<file path="config.mk">
export PLATFORM = sky130hd
export DESIGN_NAME = tklr_cell
export DESIGN_NICKNAME = d
export VERILOG_FILES = /design/src/rtl/tklr_pkg.sv /design/src/rtl/tklr_cell.sv
export SDC_FILE = /design/constraint.sdc
export NUM_CORES = 1
export LEC_CHECK = 0
export BUFFER_PORTS_ARGS = -buffer_cell sky130_fd_sc_hd__buf_4
export CAP_MARGIN = 40
export CORE_MARGIN = 1.5
export CORE_UTILIZATION = 48
export CTS_CLUSTER_DIAMETER = 120
export CTS_CLUSTER_SIZE = 14
export DETAILED_ROUTE_END_ITERATION = 7
export PLACE_DENSITY = 0.92
export SLEW_MARGIN = 20
export SYNTH_ARGS = -nofsm -noshare
export SYNTH_HDL_FRONTEND = slang
export SYNTH_SLANG_ARGS = --single-unit
</file>
<file path="constraint.sdc">
create_clock -name i_clk -period 11.8 [get_ports i_clk]
set_input_delay 0.59 -clock i_clk [delete_from_list [all_inputs] [get_ports i_clk]]
set_output_delay 0.59 -clock i_clk [all_outputs]
set_load 0.1 [all_outputs]
</file>
<file path="src/rtl/tklr_pkg.sv">
// Shared types and constants for the top-k lifetime retainer.
`timescale 1ns / 1ps
`default_nettype none

package tklr_pkg;

    localparam int CAPACITY_DEF = 1024;
    localparam int LIFE_W       = 32;
    localparam int TAG_W        = 32;
    localparam int RANK_W       = 10;
    localparam int STORED_W     = 11;
    localparam int COUNT_W      = 32;
    localparam int SUM_W        = 48;
    // cells per first-level group of the read mux tree
    localparam int GROUP_SIZE   = 32;

    typedef enum logic {
        OP_ADD  = 1'b0,
        OP_READ = 1'b1
    } t_op;

    typedef enum logic [1:0] {
        ST_IDLE,
        ST_GATHER,
        ST_SELECT
    } t_state;

    typedef struct packed {
        logic [LIFE_W-1:0] life;
        logic [TAG_W-1:0]  tag;
    } t_entry;

endpackage

`default_nettype wire

</file>
<file path="src/rtl/tklr_cell.sv">
// One cell of the sorted chain: holds one entry, takes the new pair or its left neighbor's.
`timescale 1ns / 1ps
`default_nettype none

module tklr_cell (
    input  wire logic            i_clk,
    input  wire logic            i_load,
    input  wire tklr_pkg::t_entry i_new,
    input  wire logic            i_occupied,
    input  wire logic            i_left_gt,
    input  wire tklr_pkg::t_entry i_left,
    output logic                 o_gt,
    output tklr_pkg::t_entry     o_entry
);

    tklr_pkg::t_entry r_entry;
    tklr_pkg::t_entry n_entry;

    // strict compare: a new pair goes behind stored pairs of equal lifetime
    assign o_gt = !i_occupied || (i_new.life > r_entry.life);

    always_comb begin
        n_entry = r_entry;
        if (i_load && o_gt) begin
            n_entry = i_left_gt ? i_left : i_new;
        end
    end

    always_ff @(posedge i_clk) begin
        r_entry <= n_entry;
    end

    assign o_entry = r_entry;

endmodule

`default_nettype wire

</file>
==> results by group <==
Clock tree
  • Clock tree from TritonCTS: yes
  • CTS max path bufs: 2
  • Root buf cell: clkbuf_8
  • Number of gates resized after cts: 0
  • Clock buffer count from CTS: 9
  • Clock net sink count: 64
  • Max H-tree Level: 3
  • Clock latency on the worst-skew pair: between 300 and 400 ps
  • Clock edge transition at the registers on the reported setup and hold paths: ~70 ps
  • CTS hold repair buffers: 0
  • Number of buffers added for setup after CTS: 0

Cells and area
  • Area growth, synth to finish: 51.3%
  • Proportion of layout cells with a drive suffix above 1: 62.7%
  • Leading cell type in the layout, fill and taps excluded: buf_4
  • Number of nets at the end of the flow: 615
  • # fillers: 498
  • Finished Cell Area: between 5000 and 6000 µm²
  • Number of flip-flops under the largest register name: 64
  • Commonest non-fill, non-tap cells in the layout: 197 x buf_4, 64 x edfxtp_1, 63 x mux2_2
  • ANT cells: 0

Logic synthesis
  • Cell Area, Synth: 3560 µm²
  • Total nets after synthesis: 413
  • Cell variety after synth: 27
  • Mapped Avg Cell Area: 14.3 µm²
  • Cells after Synth: 249
  • YS warnings: 0
  • Flip-flop and latch count after synthesis: 64
  • Seq/Total Area, Yosys: roughly 54%

Placed design
  • Placed wire-length estimate after detailed placement: ~7 mm
  • Placer Congestion: 0.783
  • Post-DP Area: 5140 µm²
  • Port Buffer Count: 196

Global route
  • Via count of the first global-routing pass: 2921
  • Total overflow reported by the global router: 0
  • Pin count of the biggest net entering global routing: 66
  • Wire length of the first global-routing pass: 13.4 mm
  • Aggregate global-route resource usage: 22.7%
  • Antenna violations before repair: 0

Timing
  • Final setup vio count: 0
  • Worst relative slew slack: between 40% and 50%
  • Setup_tns: 0 ps
  • Maximum achievable frequency: ~300 MHz
  • Final number of hold-violating endpoints: 0
  • Clock skew: 12.9 ps
  • Worst-margin pin slew: 808 ps
  • Unrepaired setup endpoints after global routing: false
  • Share of the clock period used by the worst path after layout: 28.3%
  • Final period demand of the worst path: approximately 3300 ps
  • Number of slew-limit violations in the final report: 0

Worst setup path
  • Slowest stage cell, crit path: a2111oi_0
  • Buffers & Inverters on Critical Path: 3
  • CP Cell Sequence: inv_1 > ha_1 > nand4_1 > a2111oi_0 > nor4_1 > a211oi_4 > buf_6 > buf_4
  • Kind of end point of the critical path: flip-flop
  • CP Launch Type: flip-flop
  • Maximum cell stage delay along the critical path: slightly above 500 ps
  • Worst setup path startpoint: o_entry[59]$_DFFE_PP_
  • Arrival time at the worst endpoint: 3310 ps
  • Worst Setup Path Type: reg -> reg
  • Peak fanout along the critical path: 44
  • CP Data Required Time: roughly 12000 ps
  • CP delay by family, top: compound AO/OA/AOI/OAI gates
  • Worst reg2reg startpoint: o_entry[59]$_DFFE_PP_

Routing
  • DRC violation total after the first TritonRoute iteration: 62
  • Overall via count from detail_route: 2860
  • Wirelength, routed: ~9.2 mm
  • Drt first pass iters: 4
  • Ratio of routed vias to standard cells: 5.15
  • Final ANT Viol Nets: 0
  • Wirelength per Cell: ~17 µm
  • Remaining design rule violation count: 0

Worst hold path
  • Beginning of the worst hold path: i_left[32]
  • Worst hold-check path type: in -> reg

Floorplanning
  • Starting utilization of the core area: 49.3%
  • Vertical die dimension: 89.1 µm
  • Number of placed I/O pins: 197
  • Placement Rows: 31
  • Die boundary width: 89.1 µm
  • Floorplan core area: 7210 µm²
  • Total die area: 7930 µm²

Power and ir drop
  • Leakage dissipation: 2.48 nW
  • Worst VDD drop: about 0.11 mV
  • Total power per unit cell area: 140 nW/µm²

Outcome
  • Result of the run: complete, no violations

Run
  • Count of maximum capacitance violations: 0
## where the power goes
part / internal (W) / total (W) / switching [W] / leakage (nW)
logic: 0.0000775 / 0.000247 / 0.000170 / 1.75
clock network: 0.000139 / 0.000228 / 0.0000893 / 0.114
registers: 0.000273 / 0.000280 / 0.00000672 / 0.611
total: 0.000489 / 0.000755 / 0.000266 / 2.48
## cells in the mapped netlist
cell,number,share of area (%)
edfxtp_1,64,54
clkbuf_1,2,0.21
nor4_4,1,0.60
and4_2,2,0.56
nor2b_1,2,0.35
a2111oi_0,1,0.25
o21ai_0,4,0.56
a211oi_1,2,0.42
buf_2,5,0.70
ha_1,32,11
nand4_2,2,0.70
o211ai_1,1,0.21
a211oi_2,1,0.35
nor2_1,1,0.11
nor4_2,1,0.35
inv_1,33,3.5
a21o_1,4,0.84
a22o_2,1,0.28
nand3_1,5,0.70
nor4_1,1,0.18
nand4_4,1,0.60
nand2_1,4,0.42
o41ai_2,1,0.46
a21boi_2,1,0.32
a21oi_1,11,1.5
nand4_1,3,0.53
mux2_2,63,20
## logic make-up (layout without fill, tap and decap cells)
family | after synthesis | count (layout) | share of synthesized area [%]
buffers and inverters | 40 | 247 | 4.40
and+or+nand+nor | 23 | 23 | 5.10
DFF | 64 | 64 | 54.0
AOI/OAI and AO/OA | 27 | 27 | 5.24
muxes | 63 | 63 | 20.0
adders and majority gates | 32 | 32 | 11.3
## through the flow
| stage | worst slack [ps] | hold slack, ps | util, % | power [W] | instances |
|---|---|---|---|---|---|
| 2_1_floorplan | 6590 | 781 | - | 0.000459 | 249 |
| 3_3_place_gp | 8080 | 884 | 71.2 | 0.000526 | 538 |
| 3_5_place_dp | 8170 | 885 | 71.3 | 0.000532 | 539 |
| 4_1_cts | 8470 | 543 | 74.6 | 0.000756 | 555 |
| 5_1_grt | 8260 | 532 | 74.6 | 0.000779 | 555 |
| 6_report | 8460 | 548 | 74.6 | 0.000755 | 555 |
## final timing paths
check	end	slack, ps	cells past startpoint
max	o_entry[44]$_DFFE_PP_	8460	8
min	o_entry[32]$_DFFE_PP_	550	3
max reg2reg	o_entry[44]$_DFFE_PP_	8460	8
min reg2reg	o_entry[63]$_DFFE_PP_	1110	4
## worst min-delay path, delay by kind of cell
family / cells / cell delay, ps
buffers and inverters: 1 / 80
AOI/OAI and AO/OA: 1 / 60
and+or+nand+nor: 1 / 40
## cell type report
class                   count  area [µm²]  share of cell area, %
well taps                  99         124                   2.30
inverters                  33         124                   2.30
multi-input cells         145        1490                   27.6
repair buffers            198        1490                   27.7
flip-flops and latches     64        1920                   35.7
clock inverters             7         110                   2.05
clock buffers               9         124                   2.30
## routing by layer
metal | track usage (%) | wire length, µm | up-vias
met5 | 0 | 0 | -
met4 | 9.23 | 267 | 0
met3 | 7.66 | 826 | 25
met2 | 42.1 | 4920 | 151
met1 | 23.4 | 3220 | 1341
li1 | - | - | 1343
(Power assumes the default switching activity.)
